File: src/rtl/sfc_pkg.sv
// ----------------------------------------------------------------------------
// sfc_pkg
// Shared types, constants and the CRC16-CCITT-FALSE byte step for the
// framed packet checker.
// ----------------------------------------------------------------------------
`timescale 1ns / 1ps

package sfc_pkg;

  localparam int TAG_BYTES    = 16;
  localparam int HEADER_BYTES = 18;
  localparam int CRC_BYTES    = 2;
  localparam int MIN_FRAME    = HEADER_BYTES + TAG_BYTES + CRC_BYTES;

  localparam int COUNT_W = 17;
  localparam int SPAN_W  = 18;
  localparam logic [COUNT_W-1:0] COUNT_MAX = '1;

  localparam logic [15:0] CRC_POLY = 16'h1021;
  localparam logic [15:0] CRC_INIT = 16'hFFFF;

  // header byte offsets
  localparam logic [4:0] OFS_MAGIC0  = 5'd0;
  localparam logic [4:0] OFS_MAGIC1  = 5'd1;
  localparam logic [4:0] OFS_VERSION = 5'd2;
  localparam logic [4:0] OFS_TYPE    = 5'd3;
  localparam logic [4:0] OFS_LEN_LO  = 5'd4;
  localparam logic [4:0] OFS_LEN_HI  = 5'd5;
  localparam logic [4:0] OFS_SEQ     = 5'd6;
  localparam logic [4:0] OFS_TIME    = 5'd10;
  localparam logic [4:0] OFS_IDENT   = 5'd14;

  // configuration register indexes
  localparam int CFG_IDX_W = 3;
  localparam logic [CFG_IDX_W-1:0] REG_MAGIC_FIRST  = 3'd0;
  localparam logic [CFG_IDX_W-1:0] REG_MAGIC_SECOND = 3'd1;
  localparam logic [CFG_IDX_W-1:0] REG_WIRE_VERSION = 3'd2;
  localparam logic [CFG_IDX_W-1:0] REG_FRAME_KIND   = 3'd3;
  localparam logic [CFG_IDX_W-1:0] REG_MAX_PAYLOAD  = 3'd4;

  // result kinds
  localparam logic [1:0] KIND_PAYLOAD = 2'd0;
  localparam logic [1:0] KIND_TAG     = 2'd1;
  localparam logic [1:0] KIND_VERDICT = 2'd2;

  // verdict codes
  localparam logic [2:0] VERDICT_OK          = 3'd0;
  localparam logic [2:0] VERDICT_BAD_LENGTH  = 3'd1;
  localparam logic [2:0] VERDICT_BAD_MAGIC   = 3'd2;
  localparam logic [2:0] VERDICT_BAD_VERSION = 3'd3;
  localparam logic [2:0] VERDICT_BAD_TYPE    = 3'd4;
  localparam logic [2:0] VERDICT_BAD_CRC     = 3'd5;

  typedef struct packed {
    logic [7:0] rx_byte;
    logic       end_of_frame;
  } in_item_t;

  typedef struct packed {
    logic [1:0]  item_kind;
    logic [7:0]  out_byte;
    logic [2:0]  verdict;
    logic [31:0] seq_number;
    logic [31:0] time_ms;
    logic [7:0]  controller_code;
    logic [7:0]  link_code;
    logic [7:0]  content_type;
    logic [7:0]  content_length;
  } out_item_t;

  typedef struct packed {
    logic [7:0] magic_first;
    logic [7:0] magic_second;
    logic [7:0] wire_version;
    logic [7:0] frame_kind;
    logic [7:0] max_payload;
  } cfg_regs_t;

  function automatic logic [15:0] crc16_step(input logic [15:0] crc_in,
                                             input logic [7:0] data);
    logic [15:0] c;
    c = crc_in ^ {data, 8'h00};
    for (int k = 0; k < 8; k++) begin
      c = c[15] ? ({c[14:0], 1'b0} ^ CRC_POLY) : {c[14:0], 1'b0};
    end
    return c;
  endfunction

endpackage

File: src/rtl/sfc_frame.sv
// ----------------------------------------------------------------------------
// sfc_frame
// Per-frame state: byte count, CRC, header capture and checks. Forms the
// result for each accepted byte in the same cycle.
// ----------------------------------------------------------------------------
`timescale 1ns / 1ps

module sfc_frame import sfc_pkg::*; (
  input  logic      clk,
  input  logic      rst,
  input  logic      accept,
  input  in_item_t  item,
  input  cfg_regs_t cfg,
  output logic      res_valid,
  output out_item_t res
);

  logic [COUNT_W-1:0] byte_count, byte_count_next;
  logic [15:0]        running_crc, running_crc_next;
  logic [15:0]        held_bytes, held_bytes_next;
  logic [15:0]        length_field, length_field_next;
  logic [31:0]        seq_reg, seq_reg_next;
  logic [31:0]        time_reg, time_reg_next;
  logic [31:0]        ident_regs, ident_regs_next;
  logic [2:0]         header_error_flags, header_error_flags_next;

  logic [7:0]        b;
  logic [4:0]        ofs;
  logic              in_header;
  logic [1:0]        seq_lane, time_lane, ident_lane;
  logic [7:0]        plen;
  logic [SPAN_W-1:0] idx_w, pay_end, tag_end, expect_total;
  logic [2:0]        verdict;

  always_comb begin
    b         = item.rx_byte;
    idx_w     = SPAN_W'(byte_count);
    in_header = idx_w < SPAN_W'(HEADER_BYTES);
    ofs       = byte_count[4:0];
    seq_lane  = 2'(ofs - OFS_SEQ);
    time_lane = 2'(ofs - OFS_TIME);
    ident_lane = 2'(ofs - OFS_IDENT);

    running_crc_next        = (idx_w >= SPAN_W'(2)) ? crc16_step(running_crc, held_bytes[7:0])
                                                    : running_crc;
    held_bytes_next         = {b, held_bytes[15:8]};
    length_field_next       = length_field;
    seq_reg_next            = seq_reg;
    time_reg_next           = time_reg;
    ident_regs_next         = ident_regs;
    header_error_flags_next = header_error_flags;

    if (in_header) begin
      if (ofs == OFS_MAGIC0 && b != cfg.magic_first)  header_error_flags_next[0] = 1'b1;
      if (ofs == OFS_MAGIC1 && b != cfg.magic_second) header_error_flags_next[0] = 1'b1;
      if (ofs == OFS_VERSION && b != cfg.wire_version) header_error_flags_next[1] = 1'b1;
      if (ofs == OFS_TYPE && b != cfg.frame_kind)     header_error_flags_next[2] = 1'b1;
      if (ofs == OFS_LEN_LO) length_field_next[7:0]  = b;
      if (ofs == OFS_LEN_HI) length_field_next[15:8] = b;
      if (ofs >= OFS_SEQ && ofs < OFS_TIME) seq_reg_next[seq_lane*8 +: 8] = b;
      if (ofs >= OFS_TIME && ofs < OFS_IDENT) time_reg_next[time_lane*8 +: 8] = b;
      if (ofs >= OFS_IDENT) ident_regs_next[ident_lane*8 +: 8] = b;
    end

    byte_count_next = (byte_count != COUNT_MAX) ? byte_count + 1'b1 : byte_count;

    plen         = ident_regs_next[31:24];
    pay_end      = SPAN_W'(HEADER_BYTES) + SPAN_W'(plen);
    tag_end      = pay_end + SPAN_W'(TAG_BYTES);
    expect_total = tag_end + SPAN_W'(CRC_BYTES);

    if (byte_count_next < COUNT_W'(MIN_FRAME))                verdict = VERDICT_BAD_LENGTH;
    else if (header_error_flags_next[0])                      verdict = VERDICT_BAD_MAGIC;
    else if (header_error_flags_next[1])                      verdict = VERDICT_BAD_VERSION;
    else if (header_error_flags_next[2])                      verdict = VERDICT_BAD_TYPE;
    else if (COUNT_W'(length_field_next) != byte_count_next)  verdict = VERDICT_BAD_LENGTH;
    else if (plen > cfg.max_payload)                          verdict = VERDICT_BAD_LENGTH;
    else if (expect_total != SPAN_W'(byte_count_next))        verdict = VERDICT_BAD_LENGTH;
    else if (held_bytes_next != running_crc_next)             verdict = VERDICT_BAD_CRC;
    else                                                      verdict = VERDICT_OK;

    res.item_kind       = KIND_PAYLOAD;
    res.out_byte        = b;
    res.verdict         = VERDICT_OK;
    res.seq_number      = seq_reg_next;
    res.time_ms         = time_reg_next;
    res.controller_code = ident_regs_next[7:0];
    res.link_code       = ident_regs_next[15:8];
    res.content_type    = ident_regs_next[23:16];
    res.content_length  = ident_regs_next[31:24];
    res_valid           = 1'b0;

    if (item.end_of_frame) begin
      res.item_kind = KIND_VERDICT;
      res.out_byte  = 8'h00;
      res.verdict   = verdict;
      res_valid     = 1'b1;
    end else if (idx_w >= SPAN_W'(HEADER_BYTES) && idx_w < pay_end) begin
      res_valid = 1'b1;
    end else if (idx_w >= pay_end && idx_w < tag_end) begin
      res.item_kind = KIND_TAG;
      res_valid     = 1'b1;
    end
  end

  always_ff @(posedge clk) begin
    if (rst || (accept && item.end_of_frame)) begin
      byte_count         <= '0;
      running_crc        <= CRC_INIT;
      held_bytes         <= '0;
      length_field       <= '0;
      seq_reg            <= '0;
      time_reg           <= '0;
      ident_regs         <= '0;
      header_error_flags <= '0;
    end else if (accept) begin
      byte_count         <= byte_count_next;
      running_crc        <= running_crc_next;
      held_bytes         <= held_bytes_next;
      length_field       <= length_field_next;
      seq_reg            <= seq_reg_next;
      time_reg           <= time_reg_next;
      ident_regs         <= ident_regs_next;
      header_error_flags <= header_error_flags_next;
    end
  end

endmodule

File: config.mk
export PLATFORM = sky130hd
export DESIGN_NAME = sfc_frame
export DESIGN_NICKNAME = d
export VERILOG_FILES = /design/src/rtl/sfc_pkg.sv /design/src/rtl/sfc_frame.sv
export SDC_FILE = /design/constraint.sdc
export NUM_CORES = 1
export LEC_CHECK = 0
export BUFFER_PORTS_ARGS = -buffer_cell sky130_fd_sc_hd__buf_4
export CAP_MARGIN = 30
export CORE_MARGIN = 3
export CORE_UTILIZATION = 60
export CTS_BUF_LIST = sky130_fd_sc_hd__clkbuf_8
export DETAILED_ROUTE_END_ITERATION = 16
export PLACE_DENSITY = 0.87
export SLEW_MARGIN = 25
export SYNTH_ARGS = -nofsm -noshare
export SYNTH_HDL_FRONTEND = slang
export SYNTH_SLANG_ARGS = --single-unit
File: constraint.sdc
create_clock -name clk -period 7.58 [get_ports clk]
set_input_delay 0.758 -clock clk [delete_from_list [all_inputs] [get_ports clk]]
set_output_delay 0.758 -clock clk [all_outputs]
set_load 0.01 [all_outputs]
-- Yosys cells after proc, flatten, opt, wreduce, memory -nomap -nowiden
Index checks and enable logic that the tools add are counted.
- register bits: 164
- bits of input ports: 52
- output and inout port bits: 110
- word-level logic and storage cells: 112
- add/subtract/negate cells: 10
- order comparisons: 13
- eq/ne operators: 13
- shift operators: 6
- multiplexer cells: 42
- bitwise operators: 9
- reduce and logical (&&, ||, !) cells: 11
- operators by type and width (operator ; count):
    2-to-1 mux 32 bit ; 6
    2-to-1 mux 13 bit ; 8
    negator 5 -> 34 bit ; 3
    variable shift 8 x 34 -> 32 bit, first input constant ; 3
    variable part select 8 x 34 -> 32 bit ; 3
    bitwise mux 32 bit ; 3
    2-to-1 mux 16 bit ; 2
    != test 8 bit ; 4
    2-to-1 mux 3 bit ; 9
    NOT 3 bit ; 8
    adder 17 x 1 -> 17 bit, second input constant ; 1
    >= comparator 17 x 2 -> 1 bit, second input constant ; 1
    >= comparator 17 x 5 -> 1 bit, second input constant ; 1
    >= comparator 17 x 9 -> 1 bit ; 1
    less-than comparator 17 x 10 -> 1 bit ; 1
    less-than comparator 17 x 5 -> 1 bit, second input constant ; 1
    less-than comparator 17 x 6 -> 1 bit, second input constant ; 1
    less-than comparator 17 x 9 -> 1 bit ; 1
    2-to-1 mux 17 bit ; 1
    != test 11 x 17 -> 1 bit ; 1
    != test 16 x 17 -> 1 bit ; 1
    != test 17 bit, second input constant ; 1
    2-to-1 mux 8 bit ; 2
    != test 16 bit ; 1
    18 further kinds ; 40

-- Logic depth before layout (Yosys ltp)
Gate-level depths: netlist of run 1.
- depth after elaboration: 28
- depth in mapped cells: 24
- gate-level depth less buffers: 22

-- Worst setup path before layout of run 1
OpenSTA, ideal clock, no wires.
- kind: register to output
- start point: register byte_count[1]
- end point: output port res[107] (netlist bit)
- arrival: 4.827 ns
- required time: 6.822 ns
- setup slack: 1.995 ns
- stages on the path, launching flop included: 24
- buffers on the path: 2
- cells stage by stage: dfxtp_1 -> clkbuf_1 -> inv_1 -> ha_1 -> and3b_1 -> clkbuf_1 -> nand2_1 -> nor2_1 -> a21oi_1 -> inv_1 -> ha_1 -> nand3_1 -> mux2i_1 -> nor2_1 -> xnor2_1 -> ha_1 -> xnor2_2 -> xnor2_2 -> ha_1 -> a21o_1 -> a21o_1 -> a21o_1 -> a2111oi_0 -> and2_1
- RTL lines (element ; line ; source):
    start, declared ; sfc_frame.sv:18 ; logic [COUNT_W-1:0] byte_count, byte_count_next;
    start signal, assigned ; sfc_frame.sv:117 ; byte_count <= byte_count_next;
    end, declared ; sfc_frame.sv:15 ; output out_item_t res

==> results of run 1 <==
## per-layer routing
| metal | vias up | wire length, um |
|---|---|---|
| li1 | 4728 | - |
| met1 | 4611 | 12600 |
| met2 | 386 | 14300 |
| met3 | 80 | 2430 |
| met4 | 0 | 859 |
| met5 | - | 0 |
## worst reg2reg max path, delay by kind of cell, from the launching register on
family             cells  cell delay, ps
AOI/OAI and AO/OA      2             620
and+or+nand+nor        5            2200
DFF                    1             430
## cell usage in the layout (no fill, tap or decap), types with 4 or more instances in the layout
cell type and count:
a211oi_1 10, a21o_1 6, a21oi_1 91, a22o_1 48, a31oi_1 7, and2_1 11, and3_1 15, and4_1 4
buf_4 164, clkbuf_8 20, clkinv_4 4, dfxtp_1 164, ha_1 33, inv_1 30, inv_6 4, mux2i_1 91
nand2_1 207, nand2b_1 53, nand3_1 32, nand3b_1 5, nand4_1 17, nor2_1 115, nor2b_1 18, nor3_1 10
nor4_1 9, o211ai_1 12, o21ai_0 58, xnor2_1 71, xnor2_2 4, xor2_1 54
## logic make-up (layout without fill, tap and decap cells)
group                      after synthesis  after routing  share of synthesized area (%)
xor gates and xnor gates               130            130                           11.2
muxes                                   95             95                           9.27
and+or+nand+nor                        515            515                           23.3
buffers and inverters                  129            231                           5.04
AOI/OAI and AO/OA                      261            261                           15.9
DFF                                    164            164                           31.3
adders and majority gates               33             33                           3.93
other                                    1              1                         0.0357
## cell type report
cell class	instances	area (um2)
multi-input cells	1035	6700
fillers	1310	4840
flip-flops and latches	164	3280
repair buffers	167	1260
clock buffers	20	275
well taps	220	275
inverters	32	125
clock inverters	12	113
## path summary, 6_finish.rpt
kind	depth (start not counted)	slack, ps	end
setup / recovery	20	750	res[96]
hold reg to reg	2	460	length_field[0]$_SDFFE_PP0P_
hold / removal	2	460	length_field[0]$_SDFFE_PP0P_
setup reg to reg	7	4260	seq_reg[25]$_SDFFE_PP0P_
## per-stage QoR
step	area (um2)	utilization [%]
finish	12000	71.3
global route	12000	71.3
CTS	12000	71.3
detailed placement	11600	69.0
global placement	11600	68.9
floorplan	10500	-
## report_power, final
| part | total (mW) | switching, mW | internal, mW |
|---|---|---|---|
| clock | 0.625 | 0.359 | 0.265 |
| combinational | 0.290 | 0.174 | 0.117 |
| sequential | 0.885 | 0.0130 | 0.872 |
| total | 1.80 | 0.546 | 1.25 |
==> impl_metrics.json, run 1 <==
{
  "dr.pass1.iters": 5,
  "grt_usage_pct": 30.0,
  "r2r-start": "byte_count[5]$_SDFFE_PP0P_",
  "final_cells": 1650,
  "rsz0062_at_grt": "no",
  "holdBufCountCts": 0,
  "worst-path-buf-inv": 4,
  "port_buffers": 161,
  "area_delta_synth_final_pct": 14.7,
  "grt_pass1_wl_um": 47800,
  "drc": 0,
  "power_density_nw_per_um2": 150,
  "grt_use_met2_pct": 49.4,
  "crit_path_end_kind": "primary output",
  "max_stage_delay_ps": 750,
  "wire_per_inst_um": 18.3,
  "drt-total-wl_um": 30100,
  "antenna_found_initial": 0,
  "fin_crit_sh_pct": 90.1,
  "place_congestion": 1.00,
  "avgSynthCellArea_um2": 7.90,
  "synth.most_common_cell": "nand2_1",
  "yosys.area.top_type": "dfxtp_1",
  "via_per_inst": 5.94,
  "synth_top_area_share_pct": 31.3,
  "clkLatencyLatePin_ps": 460,
  "syn_nets": 1413,
  "ys.flop_type": "dfxtp_1",
  "dieHeight_um": 138,
  "synth-seq-cells": 164,
  "slew_headroom_pct": 41.9,
  "crit_slowest_cell": "a2111oi_0",
  "slew_violations": 0,
  "setup-violations-final": 0,
  "worst_path_most_repeated_cell": "ha_1",
  "finalHoldViolations": 0,
  "dp.cells": 1617,
  "cts_made_buffers": 17,
  "crit_start": "byte_count[1]$_SDFFE_PP0P_",
  "peakVddDrop_v": 0.000134,
  "clockBufferDepth": 2,
  "critPathLaunchType": "register",
  "clk_pin_slew_ps": 80,
  "required_ps": 6820,
  "synth_warnings": 0,
  "die_w_um": 138,
  "place_hpwl_um": 21300,
  "num_rows": 47,
  "grt_overflow": 0,
  "crit_fanout": 15,
  "use_met3_pct": 8.53,
  "yosysSeqAreaShare_pct": 31.3,
  "critPathKind": "register to primary output",
  "crit_chain": "inv_1 > ha_1 > and3b_1 > nand2_1 > mux2_4 > inv_2 > ha_1 > nand3_1 > mux2i_1 > nor2_1 > xnor2_1 > ha_1 > inv_1 > or4_1 > o21ai_1 > xnor2_1 > o2111ai_1 > a2111oi_0 > o21ai_1 > buf_4",
  "status": "finished, final reports clean",
  "cts_sinks": 164,
  "clock.fmax_mhz": 146,
  "power.leakage_nw": 4.92,
  "synth_async_sr_flop_share_pct": 0,
  "grt_max_degree": 109,
  "synthTopCellsByArea": "dfxtp_1 (31%), mux2i_1 (8.7%), nand2_1 (7.4%)",
  "fin_crit_ps": 6830,
  "hp-class": "register to register",
  "drive_above_1_share_pct": 15.6,
  "vias": 9805,
  "cts_setup_buffers": 0,
  "synthesis.area_um2": 10500,
  "drt_iter0_markers": 732,
  "syn_inst": 1328,
  "grt-busiest-layer": "met2",
  "io_pins": 162,
  "fin_total_pwr_mw": 1.80,
  "ant_nets": 0,
  "crit_family": "simple AND/OR/NAND/NOR gates",
  "tns_ps": 0,
  "finalNetCount": 1502,
  "initial_core_util_pct": 62.2,
  "worstPathArrival_ps": 6070,
  "cts_tree": "yes",
  "fp.coreArea_um2": 16900,
  "worst_pin_slew_ps": 871,
  "hold_start": "length_field[0]$_SDFFE_PP0P_",
  "fin_ws_ps": 750,
  "synth.distinct_cells": 71,
  "cts_resized": 0,
  "h-tree-depth": 4,
  "die-area_um2": 19100,
  "first_global_vias": 9188,
  "fin_skew_ps": 17.8,
  "synth_edf_count": 0,
  "diodes": 0,
  "maxCapViolations": 0,
  "whs_ps": 456,
  "pre_cts_slack_ps": 1300,
  "synth_top_cells_by_count": "nand2_1 (207), dfxtp_1 (164), nor2_1 (115)",
  "root_buffer": "clkbuf_8",
  "use_met1_pct": 37.9
}
Note: power is estimated with default switching activity, not from simulation.
==> run 2, diff against run 1 <==
Settings changed: CORE_UTILIZATION 60 to 50, PLACE_DENSITY 0.87 to 0.75.
==> run 2 against run 1 <==
- total power increased by 1.2%
- largest cell class unchanged
- critical endpoint unchanged
- maximum frequency is 2.6% lower
- via count shrank 0.42%
- largest power group unchanged
- combinational power about the same
==> impl_metrics.json, run 2 (synthesized netlist as in run 1, its figures left out) <==
{
  "status": "finished, final reports clean",
  "maxCapViolations": 0,
  "required_ps": 6820,
  "r2r-start": "byte_count[5]$_SDFFE_PP0P_",
  "cts_setup_buffers": 0,
  "fin_skew_ps": 11.7,
  "holdBufCountCts": 0,
  "rsz0062_at_grt": "no",
  "cts_tree": "yes",
  "io_pins": 162,
  "setup-violations-final": 0,
  "cts_made_buffers": 17,
  "diodes": 0,
  "worst_r2r_path_depth": 7,
  "slew_violations": 0,
  "crit_path_end_kind": "primary output",
  "port_buffers": 161,
  "routedLengthMet1_um": 13000,
  "final_cell_mix": "nand2_1 (207), buf_4 (166), dfxtp_1 (164), nor2_1 (115), a21oi_1 (92)",
  "power_density_nw_per_um2": 151,
  "initial_core_util_pct": 51.4,
  "critPathLaunchType": "register",
  "grt_max_degree": 90,
  "worst_pin_slew_ps": 930,
  "dp.cells": 1668,
  "peakVddDrop_v": 0.000154,
  "layout_commonest_cell": "nand2_1",
  "via_per_inst": 5.74,
  "hold_start": "length_field[13]$_SDFFE_PP0P_",
  "crit_fanout": 15,
  "first_global_vias": 8831,
  "drive_above_1_share_pct": 15.5,
  "worstPathArrival_ps": 6260,
  "grt_usage_pct": 25.6,
  "whs_ps": 456,
  "root_buffer": "clkbuf_8",
  "finalNetCount": 1502,
  "power.leakage_nw": 4.92,
  "min_to": "length_field[13]$_SDFFE_PP0P_",
  "top_layer": "met4",
  "clock.fmax_mhz": 143,
  "critPathKind": "register to primary output",
  "met2_length_um": 14300,
  "dieHeight_um": 151,
  "clockBufferDepth": 2,
  "h-tree-depth": 4,
  "rr_endpoint": "seq_reg[25]$_SDFFE_PP0P_",
  "place_congestion": 0.956,
  "antenna_found_initial": 0,
  "drt-total-wl_um": 30200,
  "drc": 0,
  "grt_pass1_wl_um": 47200,
  "r2r_slack_ps": 4440,
  "ant_nets": 0,
  "die-area_um2": 22800,
  "hp-class": "register to register",
  "worstHoldPathCells": 2,
  "place_hpwl_um": 21200,
  "finalHoldViolations": 0,
  "wire_per_inst_um": 17.8,
  "grt_overflow": 0,
  "vias": 9764,
  "area_delta_synth_final_pct": 15.2,
  "drt_iter0_markers": 665,
  "num_rows": 52,
  "final_cells": 1700,
  "clk_pin_slew_ps": 90,
  "cts_resized": 0,
  "tns_ps": 0,
  "clkLatencyLatePin_ps": 470,
  "die_w_um": 151,
  "dr.pass1.iters": 5,
  "wl_met3_um": 2460,
  "fp.coreArea_um2": 20400,
  "slew_headroom_pct": 38.0,
  "cts_sinks": 164,
  "fin_crit_ps": 7020,
  "nFillCells": 1844,
  "fin_crit_sh_pct": 92.6
}
[run 2: cell count changes in the layout (fill, tap and decap cells not counted), moves of 2 or more]
cell and change:
clkinv_4 -2, clkinv_2 +2, buf_6 -2, buf_4 +2
clkbuf_8 -2
[run 2: metal layers]
layer | up-vias | global-route usage (%)
li1 | 4724 | -
met1 | 4650 | 34.7
met2 | 351 | 41.1
met3 | 39 | 6.79
met4 | 0 | 5.76
met5 | - | 0
[run 2: worst max-delay path by stage]
stage | from | slack (ps) | endpoint | cells past startpoint
2_1_floorplan | byte_count[1]$_SDFFE_PP0P_ | 1990 | res[107] | 23
3_3_place_gp | byte_count[5]$_SDFFE_PP0P_ | 1350 | res[96] | 19
3_5_place_dp | byte_count[1]$_SDFFE_PP0P_ | 1150 | res[96] | 20
4_1_cts | byte_count[1]$_SDFFE_PP0P_ | 640 | res[96] | 20
5_1_grt | byte_count[1]$_SDFFE_PP0P_ | 160 | res[96] | 20
6_report | byte_count[1]$_SDFFE_PP0P_ | 560 | res[96] | 20
[run 2: worst max-delay path: stages, from the launching register on]
cell	delay, ps
dfxtp_1	690
inv_1	140
ha_1	380
and3b_1	470
nand2_1	190
mux2_4	330
inv_2	120
ha_1	240
nand3_1	130
mux2i_1	220
nor2_1	80
xnor2_1	280
ha_1	200
inv_1	30
or4_1	630
o21ai_1	210
xnor2_1	140
o2111ai_1	150
a2111oi_0	760
o21ai_1	220
buf_4	190
[run 2: area by class of cell]
cell class	instances	area, um2	share of cell area, %
Clock inverter	14	145	1.20
Timing Repair Buffer	167	1260	10.4
Multi-Input combinational cell	1035	6700	55.4
Sequential cell	164	3280	27.1
Tap cell	270	338	2.79
Clock buffer	18	248	2.05
Inverter	32	125	1.03
[run 2: where the power goes]
part / internal [mW] / leakage [nW] / switching (mW) / total [mW]
Sequential: 0.872 / 1.33 / 0.0128 / 0.885
Clock: 0.279 / 0.198 / 0.369 / 0.648
Combinational: 0.116 / 3.40 / 0.173 / 0.289
[run 2: through the flow]
stage | utilization (%) | power (mW) | setup WS (ps) | area (um2)
after floorplan | - | 1.10 | 1990 | 10500
after global placement | 57.3 | 1.19 | 1350 | 11700
after detailed placement | 57.3 | 1.19 | 1150 | 11700
after CTS | 59.2 | 1.83 | 637 | 12100
after global routing | 59.2 | 1.89 | 158 | 12100
final | 59.2 | 1.82 | 565 | 12100
